### src/hdl/prs_pkg.sv
// Shared types and constants for the power rail sequencer.
// No dependencies; used by prs_regs, prs_step, power_rail_sequencer_core and tb_top.
`default_nettype none

package prs_pkg;

  localparam int unsigned THR_W    = 10;
  localparam int unsigned BUDGET_W = 8;
  localparam int unsigned RUN_W    = 4;
  localparam int unsigned ADDR_W   = 5;
  localparam int unsigned DATA_W   = 32;

  localparam logic [THR_W-1:0]    CHECK_THR_RST   = 10'd50;
  localparam logic [THR_W-1:0]    ON_THR_RST      = 10'd400;
  localparam logic [THR_W-1:0]    OFF_THR_RST     = 10'd40;
  localparam logic [BUDGET_W-1:0] RISE_BUDGET_RST = 8'd50;
  localparam logic [BUDGET_W-1:0] FALL_BUDGET_RST = 8'd100;
  localparam logic [RUN_W-1:0]    RUN_NEEDED_RST  = 4'd6;
  localparam logic                LED_LEVEL_RST   = 1'b0;

  typedef enum logic [1:0] {
    OP_TICK  = 2'd0,
    OP_CHECK = 2'd1,
    OP_ON    = 2'd2,
    OP_OFF   = 2'd3
  } op_e;

  typedef enum logic [1:0] {
    MODE_IDLE  = 2'd0,
    MODE_CHECK = 2'd1,
    MODE_ON    = 2'd2,
    MODE_OFF   = 2'd3
  } mode_e;

  typedef enum logic [2:0] {
    ST_NONE    = 3'd0,
    ST_OK      = 3'd1,
    ST_ABSENT  = 3'd2,
    ST_TIMEOUT = 3'd3,
    ST_IGNORED = 3'd4
  } status_e;

  typedef enum logic [2:0] {
    REG_CHECK_THR   = 3'd0,
    REG_ON_THR      = 3'd1,
    REG_OFF_THR     = 3'd2,
    REG_RISE_BUDGET = 3'd3,
    REG_FALL_BUDGET = 3'd4,
    REG_RUN_NEEDED  = 3'd5,
    REG_LED_LEVEL   = 3'd6
  } reg_idx_e;

  typedef struct packed {
    logic [THR_W-1:0]    check_thr;
    logic [THR_W-1:0]    on_thr;
    logic [THR_W-1:0]    off_thr;
    logic [BUDGET_W-1:0] rise_budget;
    logic [BUDGET_W-1:0] fall_budget;
    logic [RUN_W-1:0]    run_needed;
    logic                led_level;
  } cfg_t;

  typedef struct packed {
    logic                good;
    logic                enable;
    logic                led;
    mode_e               mode;
    logic [RUN_W-1:0]    high_run;
    logic [BUDGET_W-1:0] ticks;
  } seq_state_t;

endpackage

`default_nettype wire

### src/hdl/prs_regs.sv
// APB-style configuration register bank for the power rail sequencer.
// Depends on prs_pkg (cfg_t, register indexes, reset values).
`default_nettype none

module prs_regs import prs_pkg::*; (
  input  wire logic              clk_i,
  input  wire logic              rst_ni,
  input  wire logic              psel,
  input  wire logic              penable,
  input  wire logic              pwrite,
  input  wire logic [ADDR_W-1:0] paddr,
  input  wire logic [DATA_W-1:0] pwdata,
  output logic      [DATA_W-1:0] prdata,
  output cfg_t                   cfg_o
);

  cfg_t     cfg_q;
  logic     wr_en;
  reg_idx_e idx;

  assign wr_en = psel & penable & pwrite;
  assign idx   = reg_idx_e'(paddr[ADDR_W-1:2]);

  always_ff @(posedge clk_i or negedge rst_ni) begin
    if (!rst_ni) begin
      cfg_q.check_thr   <= CHECK_THR_RST;
      cfg_q.on_thr      <= ON_THR_RST;
      cfg_q.off_thr     <= OFF_THR_RST;
      cfg_q.rise_budget <= RISE_BUDGET_RST;
      cfg_q.fall_budget <= FALL_BUDGET_RST;
      cfg_q.run_needed  <= RUN_NEEDED_RST;
      cfg_q.led_level   <= LED_LEVEL_RST;
    end else if (wr_en) begin
      case (idx)
        REG_CHECK_THR:   cfg_q.check_thr   <= pwdata[THR_W-1:0];
        REG_ON_THR:      cfg_q.on_thr      <= pwdata[THR_W-1:0];
        REG_OFF_THR:     cfg_q.off_thr     <= pwdata[THR_W-1:0];
        REG_RISE_BUDGET: cfg_q.rise_budget <= pwdata[BUDGET_W-1:0];
        REG_FALL_BUDGET: cfg_q.fall_budget <= pwdata[BUDGET_W-1:0];
        REG_RUN_NEEDED:  cfg_q.run_needed  <= pwdata[RUN_W-1:0];
        REG_LED_LEVEL:   cfg_q.led_level   <= pwdata[0];
        default: ;
      endcase
    end
  end

  always_comb begin
    case (idx)
      REG_CHECK_THR:   prdata = DATA_W'(cfg_q.check_thr);
      REG_ON_THR:      prdata = DATA_W'(cfg_q.on_thr);
      REG_OFF_THR:     prdata = DATA_W'(cfg_q.off_thr);
      REG_RISE_BUDGET: prdata = DATA_W'(cfg_q.rise_budget);
      REG_FALL_BUDGET: prdata = DATA_W'(cfg_q.fall_budget);
      REG_RUN_NEEDED:  prdata = DATA_W'(cfg_q.run_needed);
      REG_LED_LEVEL:   prdata = DATA_W'(cfg_q.led_level);
      default:         prdata = '0;
    endcase
  end

  assign cfg_o = cfg_q;

endmodule

`default_nettype wire

### src/hdl/prs_step.sv
// Per-sample sequencer logic: command decode, debounce run, tick budget.
// Purely combinational; depends on prs_pkg.
`default_nettype none

module prs_step import prs_pkg::*; #(
  parameter int unsigned ADC_BITS = 10
) (
  input  wire cfg_t                 cfg_i,
  input  wire seq_state_t           cur_i,
  input  wire op_e                  op_i,
  input  wire logic  [ADC_BITS-1:0] voltage_i,
  output seq_state_t                nxt_o,
  output status_e                   status_o
);

  localparam int unsigned CW = (ADC_BITS > THR_W) ? ADC_BITS : THR_W;

  logic [CW-1:0]       v, chk_thr, on_thr, off_thr, thr;
  logic [RUN_W-1:0]    run_min;
  logic [BUDGET_W-1:0] rise_min, fall_min;

  assign v        = CW'(voltage_i);
  assign chk_thr  = CW'(cfg_i.check_thr);
  assign on_thr   = CW'(cfg_i.on_thr);
  assign off_thr  = CW'(cfg_i.off_thr);
  // zero budget or run length behaves as one
  assign run_min  = (cfg_i.run_needed == '0) ? RUN_W'(1) : cfg_i.run_needed;
  assign rise_min = (cfg_i.rise_budget == '0) ? BUDGET_W'(1) : cfg_i.rise_budget;
  assign fall_min = (cfg_i.fall_budget == '0) ? BUDGET_W'(1) : cfg_i.fall_budget;

  always_comb begin
    mode_e               m;
    logic [RUN_W-1:0]    hr;
    logic [BUDGET_W-1:0] tl;
    logic                run_en;
    logic                done;

    nxt_o    = cur_i;
    status_o = ST_NONE;
    m        = cur_i.mode;
    hr       = cur_i.high_run;
    tl       = cur_i.ticks;
    run_en   = 1'b0;
    done     = 1'b0;
    thr      = on_thr;

    if (cur_i.mode != MODE_IDLE) begin
      run_en = 1'b1;
    end else begin
      case (op_i)
        OP_CHECK: begin
          if (cur_i.good && (v > chk_thr)) begin
            status_o = ST_OK;
          end else if (v <= chk_thr) begin
            nxt_o.good = 1'b0;
            nxt_o.led  = 1'b0;
            status_o   = ST_ABSENT;
          end else begin
            m      = MODE_CHECK;
            hr     = '0;
            tl     = rise_min;
            run_en = 1'b1;
          end
        end
        OP_ON: begin
          nxt_o.enable = 1'b1;
          m            = MODE_ON;
          hr           = '0;
          tl           = rise_min;
          run_en       = 1'b1;
        end
        OP_OFF: begin
          nxt_o.enable = 1'b0;
          m            = MODE_OFF;
          hr           = '0;
          tl           = fall_min;
          run_en       = 1'b1;
        end
        default: ;
      endcase
    end

    if (run_en) begin
      thr = (m == MODE_CHECK) ? chk_thr : on_thr;
      if (m == MODE_OFF) begin
        if (v < off_thr) begin
          nxt_o.good = 1'b0;
          m          = MODE_IDLE;
          status_o   = ST_OK;
          done       = 1'b1;
        end
      end else if (v > thr) begin
        if (hr != {RUN_W{1'b1}}) hr = hr + RUN_W'(1);
        if (hr >= run_min) begin
          nxt_o.good = 1'b1;
          if (m == MODE_CHECK) nxt_o.led = 1'b1;
          m        = MODE_IDLE;
          status_o = ST_OK;
          done     = 1'b1;
        end
      end else begin
        hr = '0;
      end

      if (!done) begin
        if (tl != '0) tl = tl - BUDGET_W'(1);
        if (tl == '0) begin
          // a timed-out check drops power-good and the LED
          if (m == MODE_CHECK) begin
            nxt_o.good = 1'b0;
            nxt_o.led  = 1'b0;
          end
          m        = MODE_IDLE;
          status_o = ST_TIMEOUT;
        end
      end
    end

    if ((cur_i.mode != MODE_IDLE) && (op_i != OP_TICK) && (status_o == ST_NONE)) begin
      status_o = ST_IGNORED;
    end

    nxt_o.mode     = m;
    nxt_o.high_run = hr;
    nxt_o.ticks    = tl;
  end

endmodule

`default_nettype wire

### src/hdl/power_rail_sequencer_core.sv
// Power rail sequencer: one sample item in, one status item out.
// An accepted item moves from the input register to the result register.
// Throughput: one item per cycle; the sequence state updates as an item moves
// to the result register. A stalled result holds the input register.
// Reset: clears the sequence state, flags and valid bits; config registers return to defaults.
// Depends on prs_pkg, prs_regs and prs_step.
`default_nettype none

module power_rail_sequencer_core import prs_pkg::*; #(
  parameter int unsigned ADC_BITS = 10
) (
  input  wire logic                clk_i,
  input  wire logic                rst_ni,
  // sample items
  input  wire logic                in_valid_i,
  output logic                     in_stall_o,
  input  wire logic [1:0]          op_i,
  input  wire logic [ADC_BITS-1:0] voltage_i,
  // result items
  output logic                     out_valid_o,
  input  wire logic                out_stall_i,
  output logic                     power_good_o,
  output logic                     enable_out_o,
  output logic                     led_pin_o,
  output logic                     busy_res_o,
  output logic [2:0]               status_o,
  // configuration
  input  wire logic                psel,
  input  wire logic                penable,
  input  wire logic                pwrite,
  input  wire logic [ADDR_W-1:0]   paddr,
  input  wire logic [DATA_W-1:0]   pwdata,
  output logic      [DATA_W-1:0]   prdata,
  output logic                     pready
);

  cfg_t          cfg;
  seq_state_t    state_q, state_d;
  status_e       step_status;

  logic                in_valid_q;
  op_e                 in_op_q;
  logic [ADC_BITS-1:0] in_volt_q;
  logic                out_valid_q;
  logic                advance;
  logic                in_accept;

  logic                res_good_q, res_enable_q, res_led_q, res_busy_q;
  status_e             res_status_q;

  assign pready = 1'b1;

  prs_regs u_regs (
    .clk_i   (clk_i),
    .rst_ni  (rst_ni),
    .psel    (psel),
    .penable (penable),
    .pwrite  (pwrite),
    .paddr   (paddr),
    .pwdata  (pwdata),
    .prdata  (prdata),
    .cfg_o   (cfg)
  );

  prs_step #(.ADC_BITS(ADC_BITS)) u_step (
    .cfg_i     (cfg),
    .cur_i     (state_q),
    .op_i      (in_op_q),
    .voltage_i (in_volt_q),
    .nxt_o     (state_d),
    .status_o  (step_status)
  );

  // input register moves on unless the result register is held
  assign advance    = in_valid_q & ~(out_valid_q & out_stall_i);
  assign in_stall_o = in_valid_q & out_valid_q & out_stall_i;
  assign in_accept  = in_valid_i & ~in_stall_o;

  always_ff @(posedge clk_i or negedge rst_ni) begin
    if (!rst_ni) begin
      in_valid_q  <= 1'b0;
      out_valid_q <= 1'b0;
      state_q     <= '{good: 1'b0, enable: 1'b0, led: 1'b0, mode: MODE_IDLE,
                       high_run: '0, ticks: '0};
    end else begin
      if (in_accept) begin
        in_valid_q <= 1'b1;
      end else if (advance) begin
        in_valid_q <= 1'b0;
      end
      if (advance) begin
        out_valid_q <= 1'b1;
        state_q     <= state_d;
      end else if (!out_stall_i) begin
        out_valid_q <= 1'b0;
      end
    end
  end

  always_ff @(posedge clk_i) begin
    if (in_accept) begin
      in_op_q   <= op_e'(op_i);
      in_volt_q <= voltage_i;
    end
    if (advance) begin
      res_good_q   <= state_d.good;
      res_enable_q <= state_d.enable;
      res_led_q    <= state_d.led ? cfg.led_level : ~cfg.led_level;
      res_busy_q   <= (state_d.mode != MODE_IDLE);
      res_status_q <= step_status;
    end
  end

  assign out_valid_o  = out_valid_q;
  assign power_good_o = res_good_q;
  assign enable_out_o = res_enable_q;
  assign led_pin_o    = res_led_q;
  assign busy_res_o   = res_busy_q;
  assign status_o     = res_status_q;

  a_ignored_busy: assert property (@(posedge clk_i) disable iff (!rst_ni)
    out_valid_o && (status_o == ST_IGNORED) |-> busy_res_o)
    else $error("ignored command reported with no sequence running");

  a_finish_idle: assert property (@(posedge clk_i) disable iff (!rst_ni)
    out_valid_o && ((status_o == ST_OK) || (status_o == ST_ABSENT) ||
    (status_o == ST_TIMEOUT)) |-> !busy_res_o)
    else $error("finished status reported while sequence still busy");

  a_absent_not_good: assert property (@(posedge clk_i) disable iff (!rst_ni)
    out_valid_o && (status_o == ST_ABSENT) |-> !power_good_o)
    else $error("rail absent reported with power-good set");

  a_stall_hold: assert property (@(posedge clk_i) disable iff (!rst_ni)
    in_stall_o |=> in_valid_q && out_valid_q)
    else $error("stalled input item lost");

endmodule

`default_nettype wire

### config.mk
export PLATFORM = sky130hd
export DESIGN_NAME = power_rail_sequencer_core
export DESIGN_NICKNAME = d
export VERILOG_FILES = /design/src/hdl/prs_pkg.sv /design/src/hdl/prs_regs.sv /design/src/hdl/prs_step.sv /design/src/hdl/power_rail_sequencer_core.sv
export SDC_FILE = /design/constraint.sdc
export NUM_CORES = 1
export LEC_CHECK = 0
export ABC_AREA = 1
export BUFFER_PORTS_ARGS = -buffer_cell sky130_fd_sc_hd__buf_2
export CORE_ASPECT_RATIO = 0.75
export CORE_MARGIN = 10
export CORE_UTILIZATION = 44
export CTS_CLUSTER_SIZE = 14
export DETAILED_ROUTE_END_ITERATION = 10
export GPL_TIMING_DRIVEN = 0
export PLACE_DENSITY = 0.73
export SYNTH_ARGS = -nofsm -noshare
export SYNTH_HDL_FRONTEND = slang
export SYNTH_SLANG_ARGS = --single-unit
### constraint.sdc
create_clock -name clk_i -period 5.2 [get_ports clk_i]
set_input_delay 0.52 -clock clk_i [delete_from_list [all_inputs] [get_ports clk_i]]
set_output_delay 0.52 -clock clk_i [all_outputs]
set_load 0.01 [all_outputs]
Yosys cells after proc, flatten, opt, wreduce, memory -nomap -nowiden
Cells that the tools add are included.
{ "op_classes": {"n_addsub": 2, "n_lt_le_gt_ge": 5, "n_eq_ne": 14, "n_mux": 86, "bitwise": 10, "reduce_logical": 22} }
{ "ops": {"columns": ["cell", "n"], "rows": [
  ["8-bit two-way mux", 10],
  ["10-bit case mux with 7 select lines", 1],
  ["4-bit two-way mux", 11],
  ["1-bit two-way mux", 35],
  ["3-bit two-way mux", 11],
  ["8-bit logical NOT", 3],
  ["2-bit two-way mux", 12],
  ["8-bit case mux with 3 select lines", 1],
  ["10-bit greater-than comparator", 2],
  ["2-bit AND reduction", 7],
  ["10-bit <= comparator", 1],
  ["10-bit < comparator", 1],
  ["10-bit two-way mux", 1],
  ["3-bit equality test (second input constant)", 3],
  ["4-bit case mux with 2 select lines", 1],
  ["2-bit nonzero test", 4],
  ["8-bit nonzero test", 1],
  ["8-bit by 1-bit subtractor with 8-bit output (second input constant)", 1],
  ["1-bit bitwise AND", 7],
  ["2-bit by 1-bit equality test with 1-bit output (second input constant)", 3],
  ["2-bit equality test (second input constant)", 3],
  ["3-bit by 2-bit equality test with 1-bit output (second input constant)", 2],
  ["3-bit logical NOT", 2],
  ["2-bit case mux with 3 select lines", 1],
  ["10 further kinds", 15]
]} }
{ "word_totals": {"register_bits": 89, "in_bits": 56, "output_inout_bits": 42, "word_cells": 161} }

Depth between registers and ports, before layout
{ "depth": {"word_depth": 24, "ltp_mapped": 33, "ltp_nobuf": 33} }

Hierarchy
From an unflattened synthesis, not the netlist that was laid out.
{ "unflattened": {"cells_unflattened": 860, "area_unflattened_um2": 6388.6} }
{ "modules_own_cells": {"columns": ["mod", "instances", "cells_each", "area_per_inst_um2", "seq_area_each_um2"], "rows": [
  ["prs_regs", 1, 356, 2787.7, 1296.2],
  ["prs_step", 1, 398, 2205.9, 0.0],
  ["power_rail_sequencer_core", 1, 106, 1395.1, 1046.0]
]} }

Worst setup path after synthesis
Ideal clock, no wire load.
{ "synth_path": {"kind": "reg-to-reg", "from": "reg u_regs.cfg_q (netlist bit u_regs.cfg_o[46])", "to": "reg state_q[6] (netlist bit)", "setup_time_ns": 0.123, "t_arrival_ns": 3.754, "required_time_ns": 5.077, "slack_ns": 1.323, "stages_incl_launch_ff": 33, "path_buffers": 1, "synth_period_minus_slack_ns": 3.877, "path_cell_list": "dfstp_2 -> inv_1 -> ha_1 -> nand2_1 -> inv_1 -> nand2_1 -> nand2_1 -> nand2_1 -> nand3_4 -> nand4_4 -> nand2_1 -> nand2_2 -> inv_2 -> nor2_1 -> ha_1 -> nand3_1 -> nand2_1 -> o21a_1 -> inv_1 -> ha_1 -> inv_1 -> a21oi_1 -> o21ai_0 -> nand2_1 -> a21oi_1 -> nor2_1 -> nand2_1 -> nand2_1 -> nor2_2 -> buf_2 -> a21oi_1 -> o21ai_0 -> nand2_1"} }
{ "synth_via": {"elab_chain_len": 17, "word_cells_on_any_way": 41, "cone_classes": "add/sub: 2; order compare: 4; eq/ne: 3; mux: 30; reduce/logical: 2"} }
{ "synth_rtl": {"columns": ["item", "line", "text"], "rows": [
  ["start: declaration", "prs_regs.sv:17", "cfg_t cfg_q;"],
  ["10-bit <= comparator or 10-bit greater-than comparator (tied branches)", "prs_step.sv:54, prs_step.sv:52", null],
  ["4-bit two-way mux or 1-bit logical AND (tied branches)", "prs_step.sv:54, prs_step.sv:52", null],
  ["4-bit two-way mux", "prs_step.sv:52", "if (cur_i.good && (v > chk_thr)) begin"],
  ["4-bit case mux with 2 select lines", "prs_step.sv:50", "case (op_i)"],
  ["4-bit two-way mux", "prs_step.sv:47", "if (cur_i.mode != MODE_IDLE) begin"],
  ["4-bit by 1-bit adder with 4-bit output or 4-bit inequality test (tied branches)", "prs_step.sv:93", "if (hr != {RUN_W{1'b1}}) hr = hr + RUN_W'(1);"],
  ["4-bit two-way mux", "prs_step.sv:93", null],
  ["4-bit two-way mux", "prs_step.sv:92", "end else if (v > thr) begin"],
  ["4-bit two-way mux", "prs_step.sv:85", "if (m == MODE_OFF) begin"],
  ["4-bit two-way mux", "prs_step.sv:83", "if (run_en) begin"],
  ["4-bit >= comparator", "prs_step.sv:94", "if (hr >= run_min) begin"],
  ["1-bit two-way mux", "prs_step.sv:94", null],
  ["1-bit two-way mux", "prs_step.sv:92", null],
  ["1-bit two-way mux", "prs_step.sv:85", null],
  ["1-bit two-way mux", "prs_step.sv:83", null],
  ["8-bit two-way mux", "prs_step.sv:105", "if (!done) begin"],
  ["8-bit two-way mux *", "prs_step.sv:83", null],
  ["end signal: assignment", "power_rail_sequencer_core.sv:83", "state_q <= '{good: 1'b0, enable: 1'b0, led: 1'b0, mode: MODE_IDLE,"],
  ["end signal: assignment", "power_rail_sequencer_core.sv:93", "state_q <= state_d;"],
  ["end: declaration", "power_rail_sequencer_core.sv:38", "seq_state_t state_q, state_d;"]
]} }
Mark *: on every way between the ends. The rest lies on a longest branch, timed or not. The select of a mux whose other input is x is not followed.
A chain may end at the register's enable or synchronous reset.

Final worst setup path
Same ends and word-level chain as after synthesis.

==> qor.tcl <==
set qor(crit-reg2reg-launch) {u_regs.cfg_o[46]$_DFFE_PN1P_}
set qor(timing.hold.worst.class) {input port to asynchronous set/reset pin}
set qor(cts_max_path_buffers) 2
set qor(area_growth_syn_to_layout_pct) 15.3
set qor(placement_rows) 36
set qor(cp-end-kind) {flop}
set qor(finalWeightedCongestion) 0.951
set qor(drt_iter0_drc) 595
set qor(crit_path_max_incr_delay_ps) 550
set qor(final-setup-viol-count) 0
set qor(required_time_worst_endpoint_ps) 5430
set qor(reg2regPathDepth) 28
set qor(synth_top_cell_area_share_pct) 22.8
set qor(clock_sink_count) 89
set qor(cells_after_synth) 758
set qor(timing.critical_path.fanout_max) 10
set qor(fillerInstances) 1241
set qor(cpMostUsedCell) {sky130_fd_sc_hd__nand2_1}
set qor(worst_setup_path_start_kind) {flop}
set qor(placed_cells) 1001
set qor(synth-warning-count) 0
set qor(antenna-diode-count) 0
set qor(worst_skew_pair.late_latency_ps) 350
set qor(die_area_mm2) 0.0185
set qor(layout-drive-gt1-share_pct) 18.7
set qor(finish.utilization_pct) 52.2
set qor(die_h_um) 120
set qor(top_level_ports) 98
set qor(post-route-period-util_pct) 92.3
set qor(multi_input_area_mm2) 0.00297
set qor(finalClockSkew_ps) 4.95
set qor(post-route-cell-area_mm2) 0.00682
set qor(ir_drop_mv) 0.182
set qor(dpl.hpwl_mm) 12.8
set qor(drv_cap) 0
set qor(largest_net_degree_at_the_start_of_global_routing) 47
set qor(remaining_drc_errors) 0
set qor(synth_edf_count) 19
set qor(post_synth_arst_share_pct) 78.7
set qor(pwr-share-clk_pct) 20.6
set qor(final_net_count) 933
set qor(hold_worst_slack_ps) 92.5
set qor(routed_wire_length_per_instance_um) 16.2
set qor(globalRoute.totalOverflow) 0
set qor(dr.pass1.iters) 6
set qor(critical_path.slowest_cell) {sky130_fd_sc_hd__dfstp_2}
set qor(port-buffer-count) 50
set qor(dominant_cell_by_count_in_the_synthesized_netlist) {sky130_fd_sc_hd__nand2_1}
set qor(worst_slack_placed_ps) 198
set qor(vias) 5346
set qor(yosys.cell_types.count) 45
set qor(layout.area.seq_mm2) 0.00234
set qor(ant_nets) 0
set qor(hold_buffers) 0
set qor(max_slew.worst_pin.slew_ps) 925
set qor(worst_reg2reg_path_endpoint) {state_q[6]$_DFFE_PN0P_}
set qor(layout_setup_ws_ps) 399
set qor(timing_worst_setup_path_type) {flop to flop}
set qor(timing_max_transition_violations_final) 0
set qor(postPlaceCellArea_mm2) 0.00649
set qor(outcome) {finished, final reports clean}
set qor(cts_inserted_buffers) 9
set qor(drt_wirelength_mm) 16.5
set qor(power_per_cell_area_mw_per_mm2) 502
set qor(cts_root_buf) {sky130_fd_sc_hd__clkbuf_16}
set qor(totalPowerFinal_mw) 3.42
set qor(cts_htree_levels) 3
set qor(rsz0062_at_grt) {false}
set qor(worstPathArrival_ps) 5030
set qor(antenna_found_initial) 0
set qor(clock_slew_at_the_register_clock_pins_of_the_worst_setup_and_hold_paths_ps) 60
set qor(cts_tree) {done}
set qor(switching_share_pct) 43.8
set qor(slew-limit-headroom_pct) 37.8
set qor(intPower_mw) 1.92
set qor(fin_crit_ps) 4800
set qor(core_region_area_mm2) 0.0131
set qor(timing.reg2reg.setup_slack_ps) 400
set qor(share_seq_of_total_power_pct) 30.5
set qor(synth_commonest_cells) {sky130_fd_sc_hd__nand2_1, sky130_fd_sc_hd__inv_1, sky130_fd_sc_hd__o21ai_0}
set qor(fin_setup_tns_ps) 0
set qor(synth.ff_latch_count) 89
set qor(hold_violations) 0
set qor(initial_core_util_pct) 45.3
set qor(synth.avg_cell_area_um2) 7.80
set qor(synth_seq_area_share_pct) 39.6
set qor(combinational_fraction_of_design_power_pct) 48.9
set qor(synth_area_mm2) 0.00592
set qor(synthTopCellsByArea) {sky130_fd_sc_hd__dfrtp_1, sky130_fd_sc_hd__nand2_1, sky130_fd_sc_hd__edfxtp_1}
set qor(synth_top_flop_cell) {sky130_fd_sc_hd__dfrtp_1}
set qor(die-width_um) 154
set qor(synthDominantAreaCellType) {sky130_fd_sc_hd__dfrtp_1}
set qor(power_leakage_nw) 3.40
set qor(grt_first_pass_wirelength_mm) 26.2
set qor(max_clock_freq_ghz) 0.208
set qor(post_layout_nonfiller_instances) 1017
set qor(first_global_vias) 4900
set qor(post_cts.repair.setup_buffers) 0
set qor(switchingPower_mw) 1.50
set qor(grt_util_all_layers_pct) 17.5
set qor(viasPerCell) 5.26
set qor(ctsResizeCount) 0
==> routing by layer <==
metal  GRT usage (%)  part of all wire [%]
met4            3.95                   1.2
met3            3.97                   8.3
met2            25.5                    42
met5               0                     0
met1            25.5                    48
==> registers in the layout, summed over array words and instances, names as in the netlist, 2 cells and up <==
register and cells:
u_regs.cfg_o 51, state_q 17, in_volt_q 10, status_o 3, in_op_q 2
==> worst max path at each step <==
stage,start,cells past startpoint,endpoint,slack [ps]
finish,u_regs.cfg_o[46]$_DFFE_PN1P_,28,state_q[6]$_DFFE_PN0P_,400
global route,u_regs.cfg_o[46]$_DFFE_PN1P_,29,state_q[6]$_DFFE_PN0P_,20
CTS,u_regs.cfg_o[46]$_DFFE_PN1P_,28,state_q[6]$_DFFE_PN0P_,170
detailed placement,u_regs.cfg_o[46]$_DFFE_PN1P_,28,state_q[6]$_DFFE_PN0P_,200
global placement,u_regs.cfg_o[46]$_DFFE_PN1P_,28,state_q[6]$_DFFE_PN0P_,220
floorplan,u_regs.cfg_o[46]$_DFFE_PN1P_,32,state_q[6]$_DFFE_PN0P_,1320
==> layout by cell type (no fill, tap or decap), types with 2 or more instances in the layout <==
cell type,n
sky130_fd_sc_hd__nand2_1,199
sky130_fd_sc_hd__inv_1,107
sky130_fd_sc_hd__o21ai_0,84
sky130_fd_sc_hd__dfrtp_1,54
sky130_fd_sc_hd__buf_2,49
sky130_fd_sc_hd__nor2_1,36
sky130_fd_sc_hd__ha_1,36
sky130_fd_sc_hd__nand3_1,32
sky130_fd_sc_hd__buf_4,26
sky130_fd_sc_hd__a21oi_1,24
sky130_fd_sc_hd__conb_1,23
sky130_fd_sc_hd__edfxtp_1,19
sky130_fd_sc_hd__dfstp_2,16
sky130_fd_sc_hd__clkbuf_1,13
sky130_fd_sc_hd__a221oi_1,12
sky130_fd_sc_hd__clkbuf_16,10
sky130_fd_sc_hd__o22ai_1,9
sky130_fd_sc_hd__nand2_2,9
sky130_fd_sc_hd__nor2_4,8
sky130_fd_sc_hd__inv_2,7
sky130_fd_sc_hd__nand4_1,7
sky130_fd_sc_hd__nor2_2,6
sky130_fd_sc_hd__nor3_1,5
sky130_fd_sc_hd__o221ai_1,5
sky130_fd_sc_hd__nand3_2,5
sky130_fd_sc_hd__o211ai_1,5
sky130_fd_sc_hd__o21ai_1,4
sky130_fd_sc_hd__nand2_4,4
sky130_fd_sc_hd__clkinv_1,3
sky130_fd_sc_hd__a211oi_1,2
sky130_fd_sc_hd__nand3_4,2
sky130_fd_sc_hd__nand4_4,2
sky130_fd_sc_hd__clkbuf_4,2
sky130_fd_sc_hd__o31ai_1,2
sky130_fd_sc_hd__a221oi_2,2
sky130_fd_sc_hd__clkbuf_8,2
==> power groups by stage <==
stage	sequential, mW	clock, mW	combinational (mW)
after CTS	1.04	0.712	1.65
after floorplan	1.02	0	1.24
final	1.04	0.704	1.68
after global placement	1.05	0	1.60
after detailed placement	1.05	0	1.64
after global routing	1.06	0.739	1.91
==> cell families after synthesis <==
logic type / count (synthesis) / share of synthesized area, %
AO/OA/AOI/OAI: 157 / 15.9
XOR/XNOR: 1 / 0.148
adder cells (fa/ha/maj): 36 / 7.61
buffers and inverters: 156 / 11.7
flip-flops: 89 / 39.6
other: 2 / 0.127
AND/OR/NAND/NOR: 317 / 25.0
==> cell type report <==
class	count	area share (%)
inverter	117	6.44
clock buffer	15	4.24
tap	171	3.14
multi-input combinational	534	43.5
clock inverter	1	0.440
sequential	89	34.3
buffer	39	3.76
timing repair buffer	51	4.11
==> critical path, delay by kind of cell (launching register included) <==
family / cells / cell delay, ps
and+or+nand+nor: 15 / 1710
adders and majority gates: 2 / 620
buffers and inverters: 4 / 650
AOI/OAI and AO/OA: 7 / 1150
DFF: 1 / 550
No activity file was read; power rests on OpenSTA's default activity.
